==> src/hdl/pdsc_pkg.sv <==
// ----------------------------------------------------------------------------
// pdsc_pkg: shared types, widths and microcode for the dead-band step controller
// Holds the fixed-point geometry, register indexes, the datapath operation and
// jump-condition codes, and the read-only control program of the sequencer.
// ----------------------------------------------------------------------------
package pdsc_pkg;

	// fixed-point geometry
	localparam int VALUE_WIDTH   = 16;
	localparam int FRACTION_BITS = 8;

	// derived widths
	localparam int UW      = VALUE_WIDTH - 1;                  // unsigned config regs
	localparam int MAG_W   = VALUE_WIDTH + 1;                  // |target - measured|
	localparam int PROD_W  = UW + MAG_W;                       // product / dividend
	localparam int QUO_W   = (UW >= FRACTION_BITS) ? (UW - FRACTION_BITS + 1) : 1;
	localparam int DSH_W   = UW + FRACTION_BITS + QUO_W - 1;   // aligned divisor
	localparam int DIV_W   = (PROD_W > DSH_W) ? PROD_W : DSH_W;
	localparam int CNT_W   = (QUO_W > 1) ? $clog2(QUO_W) : 1;
	localparam int COUNT_W = 9;
	localparam int SPEED_W = 18;
	localparam int HALF    = (2 ** FRACTION_BITS) / 2;         // half of one lsb of a step

	// configuration register indexes
	localparam int CFG_IDX_W = 3;
	localparam logic [CFG_IDX_W-1:0] REG_TARGET  = 3'd0;
	localparam logic [CFG_IDX_W-1:0] REG_ALLOWED = 3'd1;
	localparam logic [CFG_IDX_W-1:0] REG_SLOW_E  = 3'd2;
	localparam logic [CFG_IDX_W-1:0] REG_FAST_E  = 3'd3;
	localparam logic [CFG_IDX_W-1:0] REG_SLOW_R  = 3'd4;
	localparam logic [CFG_IDX_W-1:0] REG_FAST_R  = 3'd5;
	localparam logic [CFG_IDX_W-1:0] REG_INVERT  = 3'd6;

	// register reset values (1.0, 5.0, 10.0, 10.0, 20.0)
	localparam logic [UW-1:0] ALLOWED_RST = UW'(1 << FRACTION_BITS);
	localparam logic [UW-1:0] SLOW_E_RST  = UW'(5 << FRACTION_BITS);
	localparam logic [UW-1:0] FAST_E_RST  = UW'(10 << FRACTION_BITS);
	localparam logic [UW-1:0] SLOW_R_RST  = UW'(10 << FRACTION_BITS);
	localparam logic [UW-1:0] FAST_R_RST  = UW'(20 << FRACTION_BITS);

	// datapath operations, one per control word
	typedef enum logic [3:0] {
		OP_NOP,
		OP_LOAD,
		OP_LEAVE_STANDBY,
		OP_MUL_PROP,
		OP_MUL_SLOW,
		OP_MUL_FAST,
		OP_ADD,
		OP_DIV_INIT,
		OP_DIV_STEP,
		OP_ROUND,
		OP_FAST_LOAD,
		OP_EMIT_MOVE,
		OP_EMIT_BAD,
		OP_EMIT_IDLE,
		OP_EMIT_RET
	} op_t;

	// jump conditions
	typedef enum logic [2:0] {
		C_NEVER,
		C_ALWAYS,
		C_CURVE_BAD,
		C_DEADBAND,
		C_RETURN,
		C_FAST,
		C_PROP,
		C_DIV_MORE
	} cond_t;

	typedef logic [4:0] upc_t;

	// program addresses
	localparam upc_t UPC_FETCH     = 5'd0;
	localparam upc_t UPC_CHECK     = 5'd1;
	localparam upc_t UPC_DEADBAND  = 5'd2;
	localparam upc_t UPC_LEAVE     = 5'd3;
	localparam upc_t UPC_FAST_TEST = 5'd4;
	localparam upc_t UPC_PROP      = 5'd5;
	localparam upc_t UPC_MUL_SLOW  = 5'd6;
	localparam upc_t UPC_MUL_FAST  = 5'd7;
	localparam upc_t UPC_ADD       = 5'd8;
	localparam upc_t UPC_DIV_INIT  = 5'd9;
	localparam upc_t UPC_DIV_STEP  = 5'd10;
	localparam upc_t UPC_ROUND     = 5'd11;
	localparam upc_t UPC_EMIT_MOVE = 5'd12;
	localparam upc_t UPC_FAST_LOAD = 5'd13;
	localparam upc_t UPC_EMIT_BAD  = 5'd14;
	localparam upc_t UPC_EMIT_IDLE = 5'd15;
	localparam upc_t UPC_EMIT_RET  = 5'd16;
	localparam upc_t UPC_LAST      = UPC_EMIT_RET;

	// one control word
	typedef struct packed {
		op_t   op;
		cond_t cond;
		logic  wait_in;
		logic  wait_out;
		upc_t  target;
	} ucode_t;

	// sequencer to datapath
	typedef struct packed {
		op_t  op;
		logic fire;
	} ctl_t;

	// datapath to sequencer
	typedef struct packed {
		logic curve_bad;
		logic deadband;
		logic back_to_standby;
		logic fast_region;
		logic prop_region;
		logic div_more;
		logic out_blocked;
	} status_t;

	function automatic ucode_t uw(input op_t op, input cond_t cond, input logic wait_in,
			input logic wait_out, input upc_t target);
		ucode_t w;
		w.op       = op;
		w.cond     = cond;
		w.wait_in  = wait_in;
		w.wait_out = wait_out;
		w.target   = target;
		return w;
	endfunction

	// control program
	function automatic ucode_t ucode_word(input upc_t addr);
		ucode_t w;
		unique case (addr)
			UPC_FETCH:     w = uw(OP_LOAD,          C_NEVER,     1'b1, 1'b0, UPC_FETCH);
			UPC_CHECK:     w = uw(OP_NOP,           C_CURVE_BAD, 1'b0, 1'b0, UPC_EMIT_BAD);
			UPC_DEADBAND:  w = uw(OP_NOP,           C_DEADBAND,  1'b0, 1'b0, UPC_EMIT_IDLE);
			UPC_LEAVE:     w = uw(OP_LEAVE_STANDBY, C_RETURN,    1'b0, 1'b0, UPC_EMIT_RET);
			UPC_FAST_TEST: w = uw(OP_NOP,           C_FAST,      1'b0, 1'b0, UPC_FAST_LOAD);
			UPC_PROP:      w = uw(OP_MUL_PROP,      C_PROP,      1'b0, 1'b0, UPC_DIV_INIT);
			UPC_MUL_SLOW:  w = uw(OP_MUL_SLOW,      C_NEVER,     1'b0, 1'b0, UPC_FETCH);
			UPC_MUL_FAST:  w = uw(OP_MUL_FAST,      C_NEVER,     1'b0, 1'b0, UPC_FETCH);
			UPC_ADD:       w = uw(OP_ADD,           C_NEVER,     1'b0, 1'b0, UPC_FETCH);
			UPC_DIV_INIT:  w = uw(OP_DIV_INIT,      C_NEVER,     1'b0, 1'b0, UPC_FETCH);
			UPC_DIV_STEP:  w = uw(OP_DIV_STEP,      C_DIV_MORE,  1'b0, 1'b0, UPC_DIV_STEP);
			UPC_ROUND:     w = uw(OP_ROUND,         C_NEVER,     1'b0, 1'b0, UPC_FETCH);
			UPC_EMIT_MOVE: w = uw(OP_EMIT_MOVE,     C_ALWAYS,    1'b0, 1'b1, UPC_FETCH);
			UPC_FAST_LOAD: w = uw(OP_FAST_LOAD,     C_ALWAYS,    1'b0, 1'b0, UPC_EMIT_MOVE);
			UPC_EMIT_BAD:  w = uw(OP_EMIT_BAD,      C_ALWAYS,    1'b0, 1'b1, UPC_FETCH);
			UPC_EMIT_IDLE: w = uw(OP_EMIT_IDLE,     C_ALWAYS,    1'b0, 1'b1, UPC_FETCH);
			UPC_EMIT_RET:  w = uw(OP_EMIT_RET,      C_ALWAYS,    1'b0, 1'b1, UPC_FETCH);
			default:       w = uw(OP_NOP,           C_ALWAYS,    1'b0, 1'b0, UPC_FETCH);
		endcase
		return w;
	endfunction

endpackage

==> src/hdl/pdsc_sequencer.sv <==
// ----------------------------------------------------------------------------
// pdsc_sequencer: microprogram counter and control store
// Fetches one control word per step, holds on input or output waits and
// takes conditional jumps on datapath status.
// ----------------------------------------------------------------------------
module pdsc_sequencer
	import pdsc_pkg::*;
(
	input  logic    clk,
	input  logic    arst_n,
	input  logic    in_valid,
	output logic    in_stall,
	input  status_t st,
	output ctl_t    ctl
);

	upc_t   upc_q;
	ucode_t cw;
	logic   jump;
	logic   hold;

	// control store read
	assign cw = ucode_word(upc_q);

	// jump condition select
	always_comb begin
		unique case (cw.cond)
			C_NEVER:     jump = 1'b0;
			C_ALWAYS:    jump = 1'b1;
			C_CURVE_BAD: jump = st.curve_bad;
			C_DEADBAND:  jump = st.deadband;
			C_RETURN:    jump = st.back_to_standby;
			C_FAST:      jump = st.fast_region;
			C_PROP:      jump = st.prop_region;
			C_DIV_MORE:  jump = st.div_more;
			default:     jump = 1'b0;
		endcase
	end

	// a step waits for an input beat or for room in the output register
	assign hold = (cw.wait_in && !in_valid) || (cw.wait_out && st.out_blocked);

	always_ff @(posedge clk or negedge arst_n) begin
		if (!arst_n) begin
			upc_q <= UPC_FETCH;
		end else if (!hold) begin
			upc_q <= jump ? cw.target : upc_q + 1'b1;
		end
	end

	assign in_stall = !cw.wait_in;
	assign ctl.op   = cw.op;
	assign ctl.fire = !hold;

	// program counter stays inside the program
	a_upc_range: assert property (@(posedge clk) disable iff (!arst_n)
		upc_q <= UPC_LAST)
		else $error("microprogram counter left the program");

endmodule

==> src/hdl/pdsc_datapath.sv <==
// ----------------------------------------------------------------------------
// pdsc_datapath: registers, shared multiplier and restoring divider
// Executes one operation per control word: error magnitude, curve products,
// one quotient bit per divide step, half-up rounding and the result beat.
// ----------------------------------------------------------------------------
module pdsc_datapath
	import pdsc_pkg::*;
(
	input  logic                        clk,
	input  logic                        arst_n,
	input  logic                        cfg_we,
	input  logic [CFG_IDX_W-1:0]        cfg_index,
	input  logic [VALUE_WIDTH-1:0]      cfg_data,
	input  logic signed [VALUE_WIDTH-1:0] measured_value,
	input  ctl_t                        ctl,
	output status_t                     st,
	output logic                        out_valid,
	input  logic                        out_stall,
	output logic signed [COUNT_W-1:0]   step_count,
	output logic [SPEED_W-1:0]          step_speed,
	output logic                        in_standby,
	output logic                        curve_bad
);

	localparam int CX  = QUO_W + COUNT_W;
	localparam int SPX = SPEED_W + UW + FRACTION_BITS + 3;

	// configuration
	logic [VALUE_WIDTH-1:0] target_q;
	logic [UW-1:0]          allowed_q;
	logic [UW-1:0]          slow_err_q;
	logic [UW-1:0]          fast_err_q;
	logic [UW-1:0]          slow_rate_q;
	logic [UW-1:0]          fast_rate_q;
	logic                   invert_q;
	logic                   mode_q;

	// working registers
	logic [MAG_W-1:0]   mag_q;
	logic               neg_q;
	logic [PROD_W-1:0]  prod_q;
	logic [PROD_W-1:0]  acc_q;
	logic [UW-1:0]      den_q;
	logic [DIV_W-1:0]   rem_q;
	logic [DIV_W-1:0]   dsh_q;
	logic [QUO_W-1:0]   quo_q;
	logic [CNT_W-1:0]   cnt_q;
	logic [QUO_W-1:0]   move_q;
	logic [SPEED_W-1:0] spd_q;
	logic               interp_q;

	// result register
	logic                      out_valid_q;
	logic signed [COUNT_W-1:0] count_q;
	logic [SPEED_W-1:0]        speed_q;
	logic                      standby_q;
	logic                      bad_q;

	logic [MAG_W-1:0]  err;
	logic [MAG_W-1:0]  err_mag;
	logic [MAG_W+2:0]  mag5;
	logic [UW-1:0]     mul_a;
	logic [MAG_W-1:0]  mul_b;
	logic [PROD_W-1:0] mul_p;
	logic              div_ge;
	logic [DIV_W:0]    den_fix;
	logic [DIV_W:0]    rem_x;
	logic              round_up;
	logic [QUO_W-1:0]  move_rnd;
	logic [QUO_W-1:0]  move_fast;
	logic [CX-1:0]     mv_x;
	logic [CX-1:0]     cnt_x;
	logic              emit;

	// signed error and its magnitude
	assign err     = {target_q[VALUE_WIDTH-1], target_q}
		- {measured_value[VALUE_WIDTH-1], measured_value};
	assign err_mag = err[MAG_W-1] ? (~err + 1'b1) : err;

	// status for jumps
	assign mag5 = {mag_q, 2'b00} + (MAG_W+3)'(mag_q);
	assign st.curve_bad       = !((slow_err_q > allowed_q) && (fast_err_q > slow_err_q));
	assign st.deadband        = mode_q && (mag_q <= MAG_W'(allowed_q));
	assign st.back_to_standby = mag5 <= (MAG_W+3)'(allowed_q);
	assign st.fast_region     = mag_q >= MAG_W'(fast_err_q);
	assign st.prop_region     = mag_q <= MAG_W'(slow_err_q);
	assign st.div_more        = cnt_q != '0;
	assign st.out_blocked     = out_valid_q && out_stall;

	// shared multiplier operands
	always_comb begin
		unique case (ctl.op)
			OP_MUL_SLOW: begin
				mul_a = slow_rate_q;
				mul_b = MAG_W'(fast_err_q) - mag_q;
			end
			OP_MUL_FAST: begin
				mul_a = fast_rate_q;
				mul_b = mag_q - MAG_W'(slow_err_q);
			end
			default: begin
				mul_a = slow_rate_q;
				mul_b = mag_q;
			end
		endcase
	end
	assign mul_p = PROD_W'(mul_a) * PROD_W'(mul_b);

	// divide step compare and final rounding
	assign div_ge    = rem_q >= dsh_q;
	assign den_fix   = (DIV_W+1)'(den_q) << FRACTION_BITS;
	assign rem_x     = {rem_q, 1'b0};
	assign round_up  = rem_x >= den_fix;
	assign move_rnd  = quo_q + QUO_W'(round_up);
	assign move_fast = QUO_W'(((UW+1)'(fast_rate_q) + (UW+1)'(HALF)) >> FRACTION_BITS);

	// signed whole-step count
	assign mv_x  = CX'(move_q);
	assign cnt_x = (neg_q ^ invert_q) ? (~mv_x + CX'(1)) : mv_x;

	assign emit = ctl.fire && (ctl.op inside {OP_EMIT_MOVE, OP_EMIT_BAD, OP_EMIT_IDLE,
		OP_EMIT_RET});

	// configuration, mode and output valid
	always_ff @(posedge clk or negedge arst_n) begin
		if (!arst_n) begin
			target_q    <= '0;
			allowed_q   <= ALLOWED_RST;
			slow_err_q  <= SLOW_E_RST;
			fast_err_q  <= FAST_E_RST;
			slow_rate_q <= SLOW_R_RST;
			fast_rate_q <= FAST_R_RST;
			invert_q    <= 1'b0;
			mode_q      <= 1'b1;
			out_valid_q <= 1'b0;
		end else begin
			if (emit) begin
				out_valid_q <= 1'b1;
			end else if (!out_stall) begin
				out_valid_q <= 1'b0;
			end
			if (ctl.fire && ctl.op == OP_LEAVE_STANDBY) begin
				mode_q <= 1'b0;
			end else if (ctl.fire && ctl.op == OP_EMIT_RET) begin
				mode_q <= 1'b1;
			end
			if (cfg_we) begin
				unique case (cfg_index)
					REG_TARGET: begin
						target_q <= cfg_data;
						mode_q   <= 1'b0;
					end
					REG_ALLOWED: allowed_q   <= cfg_data[UW-1:0];
					REG_SLOW_E:  slow_err_q  <= cfg_data[UW-1:0];
					REG_FAST_E:  fast_err_q  <= cfg_data[UW-1:0];
					REG_SLOW_R:  slow_rate_q <= cfg_data[UW-1:0];
					REG_FAST_R:  fast_rate_q <= cfg_data[UW-1:0];
					REG_INVERT:  invert_q    <= cfg_data[0];
					default: ;
				endcase
			end
		end
	end

	// operation execution
	always_ff @(posedge clk) begin
		if (ctl.fire) begin
			unique case (ctl.op) inside
				OP_LOAD: begin
					mag_q <= err_mag;
					neg_q <= err[MAG_W-1];
				end
				OP_MUL_PROP: begin
					acc_q    <= mul_p;
					den_q    <= slow_err_q;
					spd_q    <= SPEED_W'(SPX'(slow_rate_q) << 2);
					interp_q <= 1'b0;
				end
				OP_MUL_SLOW: begin
					prod_q   <= mul_p;
					den_q    <= fast_err_q - slow_err_q;
					interp_q <= 1'b1;
				end
				OP_MUL_FAST: begin
					acc_q  <= prod_q;
					prod_q <= mul_p;
				end
				OP_ADD: acc_q <= acc_q + prod_q;
				OP_DIV_INIT: begin
					rem_q <= DIV_W'(acc_q);
					dsh_q <= DIV_W'(den_q) << (FRACTION_BITS + QUO_W - 1);
					quo_q <= '0;
					cnt_q <= CNT_W'(QUO_W - 1);
				end
				OP_DIV_STEP: begin
					if (div_ge) begin
						rem_q <= rem_q - dsh_q;
					end
					quo_q <= (quo_q << 1) | QUO_W'(div_ge);
					dsh_q <= dsh_q >> 1;
					cnt_q <= cnt_q - 1'b1;
				end
				OP_ROUND: begin
					move_q <= move_rnd;
					if (interp_q) begin
						spd_q <= SPEED_W'(SPX'(move_rnd) << (FRACTION_BITS + 2));
					end
				end
				OP_FAST_LOAD: begin
					move_q <= move_fast;
					spd_q  <= SPEED_W'(SPX'(fast_rate_q) << 2);
				end
				OP_EMIT_MOVE: begin
					count_q   <= cnt_x[COUNT_W-1:0];
					speed_q   <= spd_q;
					standby_q <= 1'b0;
					bad_q     <= 1'b0;
				end
				OP_EMIT_BAD: begin
					count_q   <= '0;
					speed_q   <= '0;
					standby_q <= mode_q;
					bad_q     <= 1'b1;
				end
				OP_EMIT_IDLE, OP_EMIT_RET: begin
					count_q   <= '0;
					speed_q   <= '0;
					standby_q <= 1'b1;
					bad_q     <= 1'b0;
				end
				default: ;
			endcase
		end
	end

	assign out_valid  = out_valid_q;
	assign step_count = count_q;
	assign step_speed = speed_q;
	assign in_standby = standby_q;
	assign curve_bad  = bad_q;

	// suppressed beats carry no motion
	a_bad_quiet: assert property (@(posedge clk) disable iff (!arst_n)
		out_valid && curve_bad |-> step_count == '0 && step_speed == '0)
		else $error("bad-curve beat carries motion");

	a_standby_quiet: assert property (@(posedge clk) disable iff (!arst_n)
		out_valid && in_standby |-> step_count == '0 && step_speed == '0)
		else $error("standby beat carries motion");

	// divider leaves a remainder below the divisor
	a_rem_range: assert property (@(posedge clk) disable iff (!arst_n)
		ctl.fire && ctl.op == OP_ROUND |-> {1'b0, rem_q} < den_fix)
		else $error("divider remainder not below divisor");

endmodule

==> src/hdl/piecewise_deadband_step_controller_core.sv <==
// ----------------------------------------------------------------------------
// piecewise_deadband_step_controller_core: dead-band step controller top level
// Joins the microcoded sequencer and its datapath behind valid/stall beats.
// ----------------------------------------------------------------------------
// One measured value in, one result beat out. Items are handled one at a time
// by a short microprogram that runs one step per cycle while no step is held
// on an input or output wait. A bad curve, the dead band and a return to
// standby branch straight to their result beat, the fast region loads its
// move directly, and the proportional region and the span between the knees
// go through the restoring divider, which produces one quotient bit per
// cycle (8 bits at Q8.8). A held result beat does not block the next input
// beat, but the following result waits for the output register to drain.
// Configuration writes take effect at once and must be made while no item is in
// flight; a write of the target forces adjust mode.
module piecewise_deadband_step_controller_core
	import pdsc_pkg::*;
(
	input  logic                          clk,
	input  logic                          arst_n,
	input  logic                          cfg_we,
	input  logic [CFG_IDX_W-1:0]          cfg_index,
	input  logic [VALUE_WIDTH-1:0]        cfg_data,
	input  logic                          in_valid,
	output logic                          in_stall,
	input  logic signed [VALUE_WIDTH-1:0] measured_value,
	output logic                          out_valid,
	input  logic                          out_stall,
	output logic signed [COUNT_W-1:0]     step_count,
	output logic [SPEED_W-1:0]            step_speed,
	output logic                          in_standby,
	output logic                          curve_bad
);

	ctl_t    ctl;
	status_t st;

	// control program
	pdsc_sequencer u_seq (
		.clk      (clk),
		.arst_n   (arst_n),
		.in_valid (in_valid),
		.in_stall (in_stall),
		.st       (st),
		.ctl      (ctl)
	);

	// arithmetic and result register
	pdsc_datapath u_dp (
		.clk            (clk),
		.arst_n         (arst_n),
		.cfg_we         (cfg_we),
		.cfg_index      (cfg_index),
		.cfg_data       (cfg_data),
		.measured_value (measured_value),
		.ctl            (ctl),
		.st             (st),
		.out_valid      (out_valid),
		.out_stall      (out_stall),
		.step_count     (step_count),
		.step_speed     (step_speed),
		.in_standby     (in_standby),
		.curve_bad      (curve_bad)
	);

endmodule

==> config.mk <==
export PLATFORM = sky130hd
export DESIGN_NAME = piecewise_deadband_step_controller_core
export DESIGN_NICKNAME = d
export VERILOG_FILES = /design/src/hdl/pdsc_pkg.sv /design/src/hdl/pdsc_sequencer.sv /design/src/hdl/pdsc_datapath.sv /design/src/hdl/piecewise_deadband_step_controller_core.sv
export SDC_FILE = /design/constraint.sdc
export NUM_CORES = 2
export LEC_CHECK = 0
export ABC_CLOCK_PERIOD_IN_PS = 8750
export BUFFER_PORTS_ARGS = -buffer_cell sky130_fd_sc_hd__buf_2
export CAP_MARGIN = 20
export CORE_ASPECT_RATIO = 0.7
export CORE_MARGIN = 2
export CORE_UTILIZATION = 59
export CTS_BUF_LIST = sky130_fd_sc_hd__clkbuf_16
export DETAILED_ROUTE_END_ITERATION = 10
export PLACE_DENSITY = 0.79
export SYNTH_ARGS = -nofsm -noshare
export SYNTH_HDL_FRONTEND = slang
export SYNTH_SLANG_ARGS = --single-unit
==> constraint.sdc <==
create_clock -name clk -period 8.75 [get_ports clk]
set_input_delay 1.3125 -clock clk [delete_from_list [all_inputs] [get_ports clk]]
set_output_delay 1.3125 -clock clk [all_outputs]
set_load 0.01 [all_outputs]
==> metrics.cfg <==
[placed_design]
gpl.final_weighted_congestion=1.05
dpl.hpwl_um=75100
portBuffers=68
post-place-ws_ns=-0.128

[worst_setup_path]
r2r-start=u_seq.upc_q[1]
critPathMaxStageDelay_ns=0.57
worst-path-buf-inv=7
regToRegSetupSlack_ns=0.17
timing.critical_path.to_type=flip-flop
worst_setup_path_start_kind=flip-flop
timing.critical_path.slowest_stage_cell=mux2i_1
cp_top_family=adder cells
critPathMaxFanout=13
cp_data_required_time_ns=9.05
criticalPathCategory=flip-flop to flip-flop
critPathArrivalTime_ns=8.89
depth_of_the_worst_register_to_register_path=29
rr_endpoint=u_dp.acc_q[30]

[detailed_routing]
post_route_drc_violation_count=0
routed_via_count_divided_by_cell_count=6.24
routed_wl_um=94300
detail_route.iter0.violations=3143
antenna_left=0
dr.pass1.iters=8
routedWlPerCell_um=23.2
detailroute.via_count=25400

[sta]
max_freq_mhz=116
finalHoldViolations=0
clock_skew_ns=0.0181
rsz_0062_raised_after_global_routing=yes
final_cycle_utilization_of_the_critical_path=0.981
setup_slack_ns=0.166
period_needed_ns=8.58
final_max_slew_viol_count=0
setup_violations=0
worst_pin_slew_ns=1.12
slew_hr=0.244

[clocking]
clk_pin_slew_worst_paths_ns=0.06
number_of_buffers_inserted_during_clock_tree_synthesis=36
worst_skew_pair.late_latency_ns=0.56
cts-htree-levels=2
cts.root.buffer_cell=clkbuf_16
cts_tree=built
clock_sink_count=321
clockBufferDepth=3

[finish]
finish.utilization=0.672
syn_to_final_growth_pct=12.6
final_common_cell=inv_1
design.final.nets=3917
drive_above_1_share=0.149
final_cell_mix=inv_1 (348), nand2_1 (339), ha_1 (299)
num_antenna_cells=0

[yosys]
synth-seq-area-share=0.302
synth_warnings=0
post_synth_xor_area_fraction=0.0454
synthAdderAreaFrac=0.259
total_standard_cell_area_after_synthesis_mm2=0.0303
synth-async-reset-ratio=0.308
yosys.area_share.simple=0.145
share_of_the_synthesized_area_in_compound_gates_ao_oa_aoi_oai=0.150
synth.mux.area_fraction=0.0428
postSynth.topFlopCell=edfxtp_1
number_of_instances_in_the_synthesized_netlist=3181
synth_cell_types=95
synth-seq-cells=321
synth_top_family_by_area=adder cells
synth.avg_cell_area_um2=9.53
synth-edff-count=222

[grt]
grt_pass1_wl_um=145000
grt_start_max_net_pins=75
grt_use_total=0.354
antenna_found_initial=0
first_global_vias=24500
grt-ovfl-total=0

[outcome]
outcome=completed

[floorplanning]
core_area_mm2=0.0508
std_cell_rows=69
floorplan.die.width_um=275
die_area_mm2=0.0532
die_h_um=194
initial_utilization=0.597
floorplan.io_pins=71

[min_path]
timing.hold.worst.class=flip-flop to flip-flop
min_delay_worst_endpoint=u_dp.target_q[6]
min_path_cells=1
worstHoldStart=u_dp.target_q[6]

[flow_run]
drv.max_cap_violation_count=0

==> routing by layer <==
metal | GRT usage | up-vias | wire length (µm)
met5 | 0 | - | 0
met4 | 0.0657 | 0 | 1840
met3 | 0.102 | 132 | 12400
met2 | 0.484 | 1418 | 37600
met1 | 0.558 | 12400 | 42500
li1 | - | 11500 | -
==> how the worst max path moves through the flow <==
stage | startpoint | endpoint | slack [ns] | depth (start not counted)
6_report | u_seq.upc_q[1] | u_dp.acc_q[30] | 0.17 | 29
5_1_grt | u_dp.mag_q[0] | u_dp.acc_q[29] | -0.11 | 37
4_1_cts | u_dp.mag_q[1] | u_dp.acc_q[31] | 0.0009 | 35
3_5_place_dp | u_dp.mag_q[1] | u_dp.acc_q[30] | -0.13 | 34
3_3_place_gp | u_dp.mag_q[1] | u_dp.acc_q[30] | 0.03 | 34
2_1_floorplan | u_dp.mag_q[1] | u_dp.acc_q[29] | 0.44 | 35
==> through the flow <==
stage / hold WS [ns] / cell area (µm²) / cells / TNS [ns]
3_5_place_dp: 0.501 / 32400 / 3980 / -0.240
2_1_floorplan: 0.478 / 30300 / 3182 / 0
4_1_cts: 0.514 / 33500 / 4044 / 0
6_report: 0.513 / 34100 / 4069 / 0
3_3_place_gp: 0.488 / 32400 / 3980 / 0
5_1_grt: 0.522 / 34100 / 4069 / -0.341
==> cells by family after synthesis <==
logic type      count (synthesis)
compound gates                695
xor+xnor                      157
fa+ha+maj                     508
buf+inv                       440
flops                         321
mux                           118
other cells                     1
simple gates                  941
==> what timing repair did <==
item	in CTS	in global routing
pin swaps	0	63
setup buffers	0	22
gates resized for setup	4	89
setup endpoints to repair	5	29
hold buffers	0	0
==> sequential cells by signal, summed over array words and instances, names as in the netlist, 9 cells and up <==
register / count
u_dp.step_count: 9
u_dp.target_q: 16
u_dp.slow_err_q: 15
u_dp.dsh_q: 30
u_dp.acc_q: 32
u_dp.slow_rate_q: 15
u_dp.prod_q: 32
u_dp.den_q: 15
u_dp.rem_q: 32
u_dp.mag_q: 17
u_dp.spd_q: 16
u_dp.step_speed: 16
u_dp.allowed_q: 15
u_dp.fast_err_q: 15
u_dp.fast_rate_q: 15
==> area by class of cell <==
type	instances	area, µm²
multi-input combinational	2421	19900
fill	4035	16700
sequential	321	9160
timing repair buffer	241	1760
inverter	348	1310
clock buffer	38	951
tap	674	843
clock inverter	26	168
==> cells in the mapped netlist, types with 8 or more instances <==
master    instances  area share
a22oi_1          19      0.0047
o211ai_1         23      0.0057
o31a_1            9      0.0026
o21a_1           41       0.010
inv_1           346       0.043
dfrtp_1          89       0.073
nand4_1          21      0.0043
nand2b_1         26      0.0054
o21ai_0         183       0.030
nor2_1          261       0.032
dfstp_2          10      0.0087
edfxtp_1        222        0.22
nand3_1          49      0.0081
nand2_1         342       0.042
ha_1            308        0.13
a211oi_1         21      0.0052
nor4_1           10      0.0021
a21o_1           72       0.018
o31ai_1          19      0.0047
a31oi_1          14      0.0029
or2_2             8      0.0017
xnor2_1          98       0.028
and2_1           47      0.0097
buf_2            20      0.0033
a22o_1            8      0.0023
a221o_1          17      0.0056
nor3_1           53      0.0088
or3_1            14      0.0029
a21oi_1         158       0.026
nand3b_1         10      0.0025
nor2b_1          29      0.0060
o21bai_1         13      0.0032
xor2_1           59       0.017
and3_1           26      0.0054
clkbuf_1         64      0.0079
fa_1            200        0.13
o21ai_1          18      0.0030
mux2_2           81       0.030
mux2i_1          34       0.011
Power is left out: the tool's default activity adds up to more than one toggle a clock period on the data nets, which glitch-free logic cannot reach.
